==> src/assert_macros.svh <==
// ----------------------------------------------------------------------------
// Assertion macros
// Shared concurrent assertion macros for the byte decoder RTL.
// ----------------------------------------------------------------------------
`ifndef ASSERT_MACROS_SVH
`define ASSERT_MACROS_SVH

`ifndef NO_ASSERTIONS

// The condition must hold at every clock edge outside reset.
`define ASSERT_ALWAYS(label, clk, rst_n, cond) \
    label: assert property (@(posedge clk) disable iff (!rst_n) (cond)) \
        else $error("assertion failed: label");

// The consequent must hold in the cycle after the antecedent.
`define ASSERT_NEXT(label, clk, rst_n, ante, cons) \
    label: assert property (@(posedge clk) disable iff (!rst_n) (ante) |=> (cons)) \
        else $error("assertion failed: label");

// The consequent must hold in the same cycle as the antecedent.
`define ASSERT_IMPLY(label, clk, rst_n, ante, cons) \
    label: assert property (@(posedge clk) disable iff (!rst_n) (ante) |-> (cons)) \
        else $error("assertion failed: label");

`else

`define ASSERT_ALWAYS(label, clk, rst_n, cond)
`define ASSERT_NEXT(label, clk, rst_n, ante, cons)
`define ASSERT_IMPLY(label, clk, rst_n, ante, cons)

`endif

`endif

==> src/pdcb_pkg.sv <==
// ----------------------------------------------------------------------------
// pdcb_pkg
// Constants and types shared by the pad dual code byte decoder modules.
// ----------------------------------------------------------------------------
package pdcb_pkg;

    // Geometry of one bit group.
    localparam int LANES  = 4;
    localparam int WORD_W = 32;
    localparam int IN_W   = 3 * LANES * WORD_W;

    // Groups per decoded byte and the counter widths that follow.
    localparam int GROUPS     = 8;
    localparam int GROUP_W    = 3;
    localparam int TOTAL_W    = 5;
    localparam int BYTE_W     = 8;
    localparam int OUT_DATA_W = 8;

    localparam logic [GROUP_W-1:0] LAST_GROUP   = GROUP_W'(GROUPS - 1);
    localparam logic [TOTAL_W-1:0] VALID_TOTAL  = TOTAL_W'(GROUPS);

    // Alternating bit masks applied to the pad words.
    localparam logic [WORD_W-1:0] MASK_ODD_BITS  = 32'h5555_5555;
    localparam logic [WORD_W-1:0] MASK_EVEN_BITS = 32'hAAAA_AAAA;

    typedef logic [WORD_W-1:0] word_t;
    typedef logic [LANES-1:0][WORD_W-1:0] lane_words_t;

    // Status from the merge stage to the byte accumulator.
    typedef struct packed {
        logic word0_nz;
        logic word1_nz;
    } merge_result_t;

endpackage

==> src/pdcb_lane.sv <==
// ----------------------------------------------------------------------------
// pdcb_lane
// One decoding lane: forms both masked candidates for one cipher word.
// ----------------------------------------------------------------------------
module pdcb_lane (
    input  pdcb_pkg::word_t cipher_word,
    input  pdcb_pkg::word_t pad_even,
    input  pdcb_pkg::word_t pad_odd,
    output pdcb_pkg::word_t cand_a,
    output pdcb_pkg::word_t cand_b
);

    // Candidate A keeps the even pad on the upper bit of each pair, B swaps the masks.
    assign cand_a = cipher_word ^ (pad_even & pdcb_pkg::MASK_EVEN_BITS)
                                ^ (pad_odd  & pdcb_pkg::MASK_ODD_BITS);
    assign cand_b = cipher_word ^ (pad_even & pdcb_pkg::MASK_ODD_BITS)
                                ^ (pad_odd  & pdcb_pkg::MASK_EVEN_BITS);

endmodule

==> src/pdcb_merge.sv <==
// ----------------------------------------------------------------------------
// pdcb_merge
// Combines the lane candidates into word0 and word1 and flags nonzero words.
// ----------------------------------------------------------------------------
module pdcb_merge (
    input  pdcb_pkg::lane_words_t   lane_a,
    input  pdcb_pkg::lane_words_t   lane_b,
    output pdcb_pkg::merge_result_t result
);

    pdcb_pkg::word_t word0;
    pdcb_pkg::word_t word1;

    // OR the candidates of all lanes together.
    always_comb
    begin
        word0 = '0;
        word1 = '0;
        for (int k = 0; k < pdcb_pkg::LANES; k++)
        begin
            word0 = word0 | lane_a[k];
            word1 = word1 | lane_b[k];
        end
    end

    // A word counts when any of its bits is set.
    assign result.word0_nz = |word0;
    assign result.word1_nz = |word1;

endmodule

==> src/pad_dual_code_byte_decoder.sv <==
// ----------------------------------------------------------------------------
// pad_dual_code_byte_decoder
// Decodes one byte from eight bit groups of cipher and pad words.
// ----------------------------------------------------------------------------
// Usage:
// The slave channel takes one bit group per beat on s_axis_tdata: four
// cipher words, then the even and odd pad words of lanes 0 to 3. Four lanes
// form the masked candidates of a group in parallel and a merge stage ORs
// them into two words, so a group is accepted every cycle unless a final group waits on the output.
// After every eighth accepted beat one result beat appears on the master
// channel, in the cycle after that eighth beat: the decoded byte on
// m_axis_tdata (bit 0 from the first group) and the count check on
// m_axis_tuser. The result sits in a single output register.
// If the receiver stalls, the first seven groups of the next byte are still
// accepted; the eighth waits until the held result is taken, unless it is
// taken in the same cycle.
// Reset clears the group counter, the nonzero count, the gathered bits and
// the output valid flag; decoding starts at bit 0 of a new byte.
// ----------------------------------------------------------------------------
`include "assert_macros.svh"

module pad_dual_code_byte_decoder (
    input  logic                            clk,
    input  logic                            rst_n,
    // Slave side, tdata from the lowest bit up: cipher_word_0..3, pad_even_0,
    // pad_odd_0, pad_even_1, pad_odd_1, pad_even_2, pad_odd_2, pad_even_3, pad_odd_3.
    input  logic                            s_axis_tvalid,
    output logic                            s_axis_tready,
    input  logic [pdcb_pkg::IN_W-1:0]       s_axis_tdata,
    // Master side, tdata: plain_byte. tuser: byte_valid.
    output logic                            m_axis_tvalid,
    input  logic                            m_axis_tready,
    output logic [pdcb_pkg::OUT_DATA_W-1:0] m_axis_tdata,
    output logic [0:0]                      m_axis_tuser
);

    pdcb_pkg::lane_words_t   lane_a;
    pdcb_pkg::lane_words_t   lane_b;
    pdcb_pkg::merge_result_t merge_res;

    logic [pdcb_pkg::GROUP_W-1:0] group_reg, group_next;
    logic [pdcb_pkg::TOTAL_W-1:0] total_reg, total_next;
    logic [pdcb_pkg::BYTE_W-1:0]  bits_reg,  bits_next;
    logic                         out_valid_reg, out_valid_next;
    logic [pdcb_pkg::BYTE_W-1:0]  out_byte_reg,  out_byte_next;
    logic                         out_ok_reg,    out_ok_next;

    logic [pdcb_pkg::TOTAL_W-1:0] total_sum;
    logic [pdcb_pkg::BYTE_W-1:0]  bits_sum;
    logic                         last_group;
    logic                         in_beat;
    logic                         out_beat;

    // Lanes: each one takes its cipher word and its pad word pair.
    for (genvar k = 0; k < pdcb_pkg::LANES; k++)
    begin : g_lane
        pdcb_lane u_lane (
            .cipher_word (s_axis_tdata[k*pdcb_pkg::WORD_W +: pdcb_pkg::WORD_W]),
            .pad_even    (s_axis_tdata[(pdcb_pkg::LANES + 2*k)*pdcb_pkg::WORD_W
                                       +: pdcb_pkg::WORD_W]),
            .pad_odd     (s_axis_tdata[(pdcb_pkg::LANES + 2*k + 1)*pdcb_pkg::WORD_W
                                       +: pdcb_pkg::WORD_W]),
            .cand_a      (lane_a[k]),
            .cand_b      (lane_b[k])
        );
    end

    pdcb_merge u_merge (
        .lane_a (lane_a),
        .lane_b (lane_b),
        .result (merge_res)
    );

    // Handshakes: only the final group of a byte needs room in the output register.
    assign last_group    = (group_reg == pdcb_pkg::LAST_GROUP);
    assign s_axis_tready = !last_group || !out_valid_reg || m_axis_tready;
    assign in_beat       = s_axis_tvalid && s_axis_tready;
    assign out_beat      = out_valid_reg && m_axis_tready;

    // Running count and gathered bits including the current group.
    always_comb
    begin
        total_sum = total_reg
                  + pdcb_pkg::TOTAL_W'(merge_res.word0_nz)
                  + pdcb_pkg::TOTAL_W'(merge_res.word1_nz);
        bits_sum  = bits_reg;
        bits_sum[group_reg] = bits_reg[group_reg] | !merge_res.word1_nz;
    end

    // Per-byte state and output register updates.
    always_comb
    begin
        group_next     = group_reg;
        total_next     = total_reg;
        bits_next      = bits_reg;
        out_valid_next = out_valid_reg && !out_beat;
        out_byte_next  = out_byte_reg;
        out_ok_next    = out_ok_reg;
        if (in_beat)
        begin
            if (last_group)
            begin
                group_next     = '0;
                total_next     = '0;
                bits_next      = '0;
                out_valid_next = 1'b1;
                out_byte_next  = bits_sum;
                out_ok_next    = (total_sum == pdcb_pkg::VALID_TOTAL);
            end
            else
            begin
                group_next = group_reg + 1'b1;
                total_next = total_sum;
                bits_next  = bits_sum;
            end
        end
    end

    // Control state with asynchronous reset.
    always_ff @(posedge clk or negedge rst_n)
    begin
        if (!rst_n)
        begin
            group_reg     <= '0;
            total_reg     <= '0;
            bits_reg      <= '0;
            out_valid_reg <= 1'b0;
        end
        else
        begin
            group_reg     <= group_next;
            total_reg     <= total_next;
            bits_reg      <= bits_next;
            out_valid_reg <= out_valid_next;
        end
    end

    // Result payload needs no reset.
    always_ff @(posedge clk)
    begin
        out_byte_reg <= out_byte_next;
        out_ok_reg   <= out_ok_next;
    end

    assign m_axis_tvalid   = out_valid_reg;
    assign m_axis_tdata    = out_byte_reg;
    assign m_axis_tuser[0] = out_ok_reg;

    // Each earlier group adds at most two nonzero words.
    `ASSERT_ALWAYS(a_total_bound, clk, rst_n,
        total_reg <= {1'b0, group_reg, 1'b0})
    // The final group of a byte always leaves a result waiting.
    `ASSERT_NEXT(a_last_loads_out, clk, rst_n, in_beat && last_group,
        out_valid_reg && group_reg == '0)
    // A held result that is not taken blocks the final group.
    `ASSERT_IMPLY(a_no_overwrite, clk, rst_n,
        out_valid_reg && !m_axis_tready && last_group, !s_axis_tready)
    // Earlier groups advance the group counter by one.
    `ASSERT_NEXT(a_group_step, clk, rst_n, in_beat && !last_group,
        group_reg == $past(group_reg) + 1'b1)

endmodule

==> config.mk <==
export PLATFORM = sky130hd
export DESIGN_NAME = pad_dual_code_byte_decoder
export DESIGN_NICKNAME = d
export VERILOG_FILES = /design/src/pdcb_pkg.sv /design/src/pdcb_lane.sv /design/src/pdcb_merge.sv /design/src/pad_dual_code_byte_decoder.sv
export VERILOG_INCLUDE_DIRS = /design/src /design/src/src
export SDC_FILE = /design/constraint.sdc
export NUM_CORES = 1
export LEC_CHECK = 0
export BUFFER_PORTS_ARGS = -buffer_cell sky130_fd_sc_hd__buf_2
export CAP_MARGIN = 10
export CORE_AREA = 2 2 157 159
export CTS_CLUSTER_SIZE = 8
export DETAILED_ROUTE_END_ITERATION = 12
export DIE_AREA = 0 0 159 161
export PLACE_DENSITY = 0.54
export RECOVER_POWER = 100
export SLEW_MARGIN = 20
export SYNTH_ARGS = -nofsm -noshare
export SYNTH_HDL_FRONTEND = slang
export SYNTH_SLANG_ARGS = --single-unit
==> constraint.sdc <==
create_clock -name clk -period 2.25 [get_ports clk]
set_clock_uncertainty 0.2 [all_clocks]
set_input_delay 0.5625 -clock clk [delete_from_list [all_inputs] [get_ports clk]]
set_output_delay 0.5625 -clock clk [all_outputs]
set_load 0.02 [all_outputs]
==> key figures, run 1 <==
Floorplan
  • Initial Util: 0.174
  • Core Footprint: 0.0240 mm²
  • Die W: 159 µm
  • Die area: 0.0256 mm²
  • Core Rows: 57
  • Top Ports: 399
  • Vert. Die Dim: 161 µm

Final layout
  • Share of layout cells above drive strength 1: 0.542
  • Nets: 1,376
  • Multi-input gate area: 0.00361 mm²
  • Design Area, Final: 0.00767 mm²
  • Reg area: 696 µm²
  • Area grow syn2layout: 84.1%
  • Final cell count without fillers: 1,311
  • Fillers: 2,658
  • Final Core Density: 0.320

Yosys
  • EDFF count, synth: 9
  • Seq/Total Area, Yosys: 0.167
  • Cell taking the most area after synthesis: xor2_1
  • Post-Syn Nets: 880
  • Synth Instances: 488
  • Commonest cells in the synthesized netlist: 145 x xor2_1, 108 x xnor2_1, 46 x nor4_1
  • Ys async rst share: 0.654
  • Yosys warnings: 0
  • Syn_area_per_cell: 8.54 µm²
  • Flops & latches, synth: 26
  • Top-count cell post-synth: xor2_1
  • Synthesized area: 0.00417 mm²
  • Synth top area cells: xor2_1 30%, xnor2_1 23%, dfrtp_1 10%
  • Yosys cell types: 38
  • Synth top area share: 0.305
  • Top_reg_cell synth: dfrtp_1

Global routing
  • GRT Total Usage: 0.208
  • Vias in the first global route: 5,913
  • Largest net degree at the start of global routing: 25
  • Grt total ovfl: 0
  • Initial antenna violation count: 11
  • First-pass GRT wire length: 38.2 mm

Detailed routing
  • Detailed Route Iter0 Violations: 174
  • Routed WL: 27.5 mm
  • Vias post-DR: 5,471
  • Antenna Violating Nets Remaining: 0
  • DR DRC count: 0
  • Mean routed wirelength per cell: 21.0 µm
  • First-pass iteration count of the detailed router: 4
  • Via/cell ratio: 4.17

Worst setup path
  • Reg2reg path depth: 6
  • Crit Path Category: in2reg
  • Startpoint Class: input port
  • Data arrival, critical path: 2.99 ns
  • Top fanout value on the critical path: 3
  • WP data required: 2.07 ns
  • Crit. End Element: flip-flop

Clock network
  • Total CTS buffers: 3
  • # H-tree levels: 1
  • Clk sinks: 26
  • CTS tree: done
  • Root Buffer: clkbuf_16
  • Clock buffer depth: 2
  • CTS Hold Buffers Added: 0
  • Skew-Pair Late Insertion Delay: 0.27 ns
  • CTS clk-pin slew, worst paths: 0.07 ns

STA
  • Final min period: 3.17 ns
  • Worst slew pin tran: 0.995 ns
  • # setup viols final: 22
  • Max Freq: 315 MHz
  • Max_slew headroom: 0.337
  • Final hold vios: 0
  • RSZ-0062 raised after global routing: yes
  • Fin worst setup slack: -0.920 ns
  • Period utilisation layout: 1.41
  • Pins over their slew limit: 0

Pwr
  • Worst vdd ir: 0.280 mV
  • Leakage: 3.63 nW
  • Cell internal pwr: 1.87 mW
  • Sequential share of power: 0.237
  • Combinational Power Share: 0.622
  • Psw: 1.29 mW
  • Pwr/cell area: 413 mW/mm²
  • Clock power frac: 0.140
  • Switch share: 0.408
  • Tot Pwr: 3.16 mW

Placement
  • DP HPWL: 25.7 mm
  • DP Area: 0.00732 mm²
  • Final GP Congestion: 0.971
  • Pre-CTS setup slack: -1.48 ns
  • Placed cells: 1,301
  • Buffers on Ports: 398

Worst hold path
  • HP Class: in2async

Status
  • Violated checks: negative setup slack
  • Status: complete, but fails checks

Flow run
  • Number of max-cap violations: 0
==> cells in the final DEF, fill, tap and decap left out, types with 4 or more instances in the layout <==
| master | count |
|---|---|
| a21oi_1 | 8 |
| a21oi_2 | 5 |
| buf_2 | 380 |
| buf_4 | 98 |
| buf_6 | 7 |
| clkbuf_1 | 11 |
| dfrtp_1 | 17 |
| diode_2 | 4 |
| edfxtp_1 | 9 |
| inv_1 | 12 |
| nand2_1 | 19 |
| nand4_1 | 37 |
| nor2_1 | 8 |
| nor3_1 | 9 |
| nor4_1 | 31 |
| nor4_2 | 15 |
| o21ai_0 | 10 |
| xnor2_1 | 104 |
| xor2_1 | 144 |
==> kinds of logic (layout without fill, tap and decap cells) <==
| family | Yosys count | count (layout) | synth area share |
|---|---|---|---|
| XOR/XNOR | 253 | 253 | 0.532 |
| AND/OR/NAND/NOR | 137 | 137 | 0.192 |
| other | 0 | 4 | 0 |
| buffers and inverters | 23 | 518 | 0.0225 |
| flip-flops | 26 | 26 | 0.167 |
| AO/OA/AOI/OAI | 42 | 42 | 0.0655 |
| adder cells (fa/ha/maj) | 4 | 4 | 0.0138 |
| multiplexers | 3 | 3 | 0.00721 |
==> routing by layer <==
layer,part of all wire,GRT usage,vias to the layer above
met5,0.00073,0,-
met4,0.021,0.0500,4
met3,0.070,0.0365,31
met2,0.47,0.359,251
met1,0.43,0.270,2473
li1,-,-,2712
==> what timing repair did <==
item | 4_1_cts | 5_1_grt
pin swaps | 13 | 11
setup endpoints to repair | 22 | 22
setup buffers | 1 | 1
gates resized for setup | 26 | 16
==> worst max-delay path, stage by stage <==
cell     delay [ns]
buf_4          0.13
buf_4          0.15
a22o_1         0.24
nor4_1         0.55
nand4_1        0.21
nor4_2         0.17
buf_4          0.16
fa_2           0.20
inv_2          0.05
ha_4           0.16
buf_4          0.13
a31oi_1        0.20
nor4b_2        0.07
==> path summary, 6_finish.rpt <==
kind | startpoint | endpoint | slack (ns)
max | s_axis_tdata[63] | m_axis_tuser | -0.92
min | rst_n | group_reg[0] | 0.24
max reg2reg | group_reg[0] | m_axis_tdata[4] | 0.10
min reg2reg | bits_reg[0] | m_axis_tdata[0] | 0.32
max in group asynchronous | rst_n | bits_reg[3] | 1.01
min in group clk | m_axis_tready | m_axis_tvalid | 0.30
==> power groups by stage <==
stage,Combinational [mW],Clock (mW),Sequential [mW]
floorplan,0.915,0,0.757
global placement,1.89,0,0.756
detailed placement,1.90,0,0.757
CTS,1.95,0.458,0.750
global route,2.16,0.475,0.767
finish,1.97,0.444,0.751
==> metrics by stage <==
step	hold WS, ns	TNS (ns)
after floorplan	0.0669	-3.14
after global placement	0.303	-18.99
after detailed placement	0.305	-18.22
after CTS	0.0329	-9.35
after global routing	0.313	-11.37
final	0.236	-8.74
==> cell type report <==
class,instances,share of cell area
tap,324,0.0529
antenna,4,0.00131
multi-input combinational,439,0.471
inverter,15,0.00734
sequential,26,0.0907
clock buffer,4,0.0116
timing repair buffer,499,0.366
Note: power is estimated with default switching activity, not from simulation.
==> run 2: changes to the inputs <==
- SKIP_LAST_GASP: default -> 1
==> run 2 against run 1 <==
Global-route usage unchanged; the run still ends with negative setup slack left; critical path type unchanged; setup slack about the same; highest routed layer unchanged; flip-flop and latch count stayed put; sequential share of layout area is essentially flat; total power decreased by 0.10%; first-iteration DRC count grew 1.7%; worst hold slack is essentially flat.
==> key figures, run 2 (synthesis gave the netlist of run 1 again) <==
Worst setup path
  • Critical-path cell list: buf_4, buf_4, a22o_1, nor4_1, nand4_1, nor4_2, buf_4, fa_2, inv_2, ha_4, buf_4, a31oi_1, nor4b_2
  • Startpoint Class: input port
  • Crit Path Category: in2reg
  • Slowest stage delay, CP: 0.55 ns (about the same)
  • WP data required: 2.07 ns (about the same)
  • Largest delay share family, worst path: simple AND/OR/NAND/NOR gates
  • Top fanout value on the critical path: 3 (unchanged)
  • Cell repeated most along the worst path: buf_4
  • Crit. End Element: flip-flop
  • Data arrival, critical path: 2.99 ns (about the same)
  • Slowest stage cell on the critical path: nor4_1
  • Bufs and invs on worst path: 5 (unchanged)

Status
  • Status: complete, but fails checks
  • Violated checks: negative setup slack

STA
  • RSZ-0062 raised after global routing: yes
  • Max Freq: 315 MHz (about the same)
  • Setup TNS: -8.77 ns (-0.0288 ns)
  • Fin worst setup slack: -0.920 ns (+0.000269 ns)
  • Period utilisation layout: 1.41 (about the same)
  • Final hold vios: 0 (unchanged)
  • Hold_ws: 0.236 ns (-0.000284 ns)
  • Pins over their slew limit: 0 (unchanged)
  • Max_slew headroom: 0.337 (about the same)
  • Worst slew pin tran: 0.995 ns (-0.0000164 ns)
  • # setup viols final: 22 (unchanged)
  • Final min period: 3.17 ns (-0.000269 ns)

Pwr
  • Leakage: 3.63 nW (about the same)
  • Worst vdd ir: 0.280 mV (+0.11%)
  • Pwr/cell area: 412 mW/mm² (about the same)

Floorplan
  • Core Footprint: 0.0240 mm² (unchanged)
  • Core Rows: 57 (unchanged)
  • Initial Util: 0.174 (unchanged)
  • Top Ports: 399 (unchanged)
  • Die area: 0.0256 mm² (unchanged)
  • Die W: 159 µm (unchanged)
  • Vert. Die Dim: 161 µm (unchanged)

Detailed routing
  • First-pass iteration count of the detailed router: 4 (unchanged)
  • Via/cell ratio: 4.17 (about the same)
  • Antenna Violating Nets Remaining: 0 (unchanged)
  • DR DRC count: 0 (unchanged)
  • Vias post-DR: 5,473 (+0.037%)
  • Mean routed wirelength per cell: 21.0 µm (about the same)
  • Detailed Route Iter0 Violations: 177 (+1.7%)
  • Routed WL: 27.5 mm (about the same)

Final layout
  • Final cell count without fillers: 1,311 (unchanged)
  • Most common cell after layout, fill and taps aside: buf_2
  • Commonest non-fill, non-tap cells in the layout: 380 x buf_2, 144 x xor2_1, 104 x xnor2_1
  • Nets: 1,376 (unchanged)
  • Share of layout cells above drive strength 1: 0.542 (unchanged)
  • Area grow syn2layout: 84.0% (about the same)
  • Design Area, Final: 0.00766 mm² (about the same)

Clock network
  • Clock buffer depth: 2 (unchanged)
  • CTS Hold Buffers Added: 0 (unchanged)
  • CTS clk-pin slew, worst paths: 0.07 ns (about the same)
  • Skew-Pair Late Insertion Delay: 0.27 ns (about the same)
  • Clk sinks: 26 (unchanged)
  • CTS tree: done
  • Total CTS buffers: 3 (unchanged)
  • Root Buffer: clkbuf_16
  • # H-tree levels: 1 (unchanged)

Global routing
  • GRT Total Usage: 0.208 (unchanged)
  • Initial antenna violation count: 11 (unchanged)
  • Vias in the first global route: 5,913 (unchanged)
  • Grt total ovfl: 0 (unchanged)
  • Largest net degree at the start of global routing: 25 (unchanged)
  • First-pass GRT wire length: 38.2 mm (unchanged)

Placement
  • Buffers on Ports: 398 (unchanged)
  • Placed cells: 1,301 (unchanged)
  • DP HPWL: 25.7 mm (unchanged)
  • DP Area: 0.00732 mm² (unchanged)
  • Final GP Congestion: 0.971 (unchanged)

Worst hold path
  • HP Class: in2async

Flow run
  • Number of max-cap violations: 0 (unchanged)
## run 2: what timing repair did
item,CTS,global route
gates resized for setup,25,16
pin swaps,13,12
buffers inserted,1,1
setup endpoints to repair,22,22
## run 2: per-layer routing
metal / wire (µm) / global-route usage / vias to the layer above
met5: 20 / 0 / -
met4: 571 / 0.0500 / 4
met3: 1930 / 0.0365 / 31
met2: 13100 / 0.359 / 254
met1: 11900 / 0.270 / 2473
li1: - / - / 2711
## run 2: worst paths after layout
kind                             startpoint              end  slack, ns  cells past startpoint
max                        s_axis_tdata[63]     m_axis_tuser      -0.92                     13
min                                   rst_n     group_reg[0]       0.24                      1
max reg2reg                    group_reg[0]  m_axis_tdata[4]       0.10                      6
min reg2reg                     bits_reg[0]  m_axis_tdata[0]       0.32                      2
max in group asynchronous             rst_n      bits_reg[3]       1.01                      1
min in group clk              m_axis_tready    m_axis_tvalid       0.30                      2
## run 2: stage by stage
step                utilization  power [mW]  worst slack, ns
floorplan                     -        1.67           -0.725
global placement          0.305        2.64            -1.55
detailed placement        0.305        2.66            -1.48
CTS                       0.316        3.16            -1.05
global route              0.320        3.40            -1.04
finish                    0.320        3.16           -0.920
## run 2: worst register-to-register path: stages, from the launching register on
cell and delay, ns:
dfrtp_1 0.38, ha_1 0.21, ha_1 0.20, nand3b_1 0.15
and2_0 0.33, nand2_1 0.13, inv_2 0.23
## run 2: cell type report
| cell class | instances | area [µm²] |
|---|---|---|
| Antenna cell | 4 | 10.0 |
| Sequential cell | 26 | 696 |
| Timing Repair Buffer | 499 | 2800 |
| Multi-Input combinational cell | 439 | 3610 |
| Tap cell | 324 | 405 |
| Fill cell | 2658 | 16300 |
| Inverter | 15 | 56.3 |
| Clock buffer | 4 | 88.8 |
## run 2: where the power goes
part,internal [mW],switching (mW)
registers,0.649,0.102
clock network,0.273,0.171
logic,0.947,1.02
total,1.87,1.29
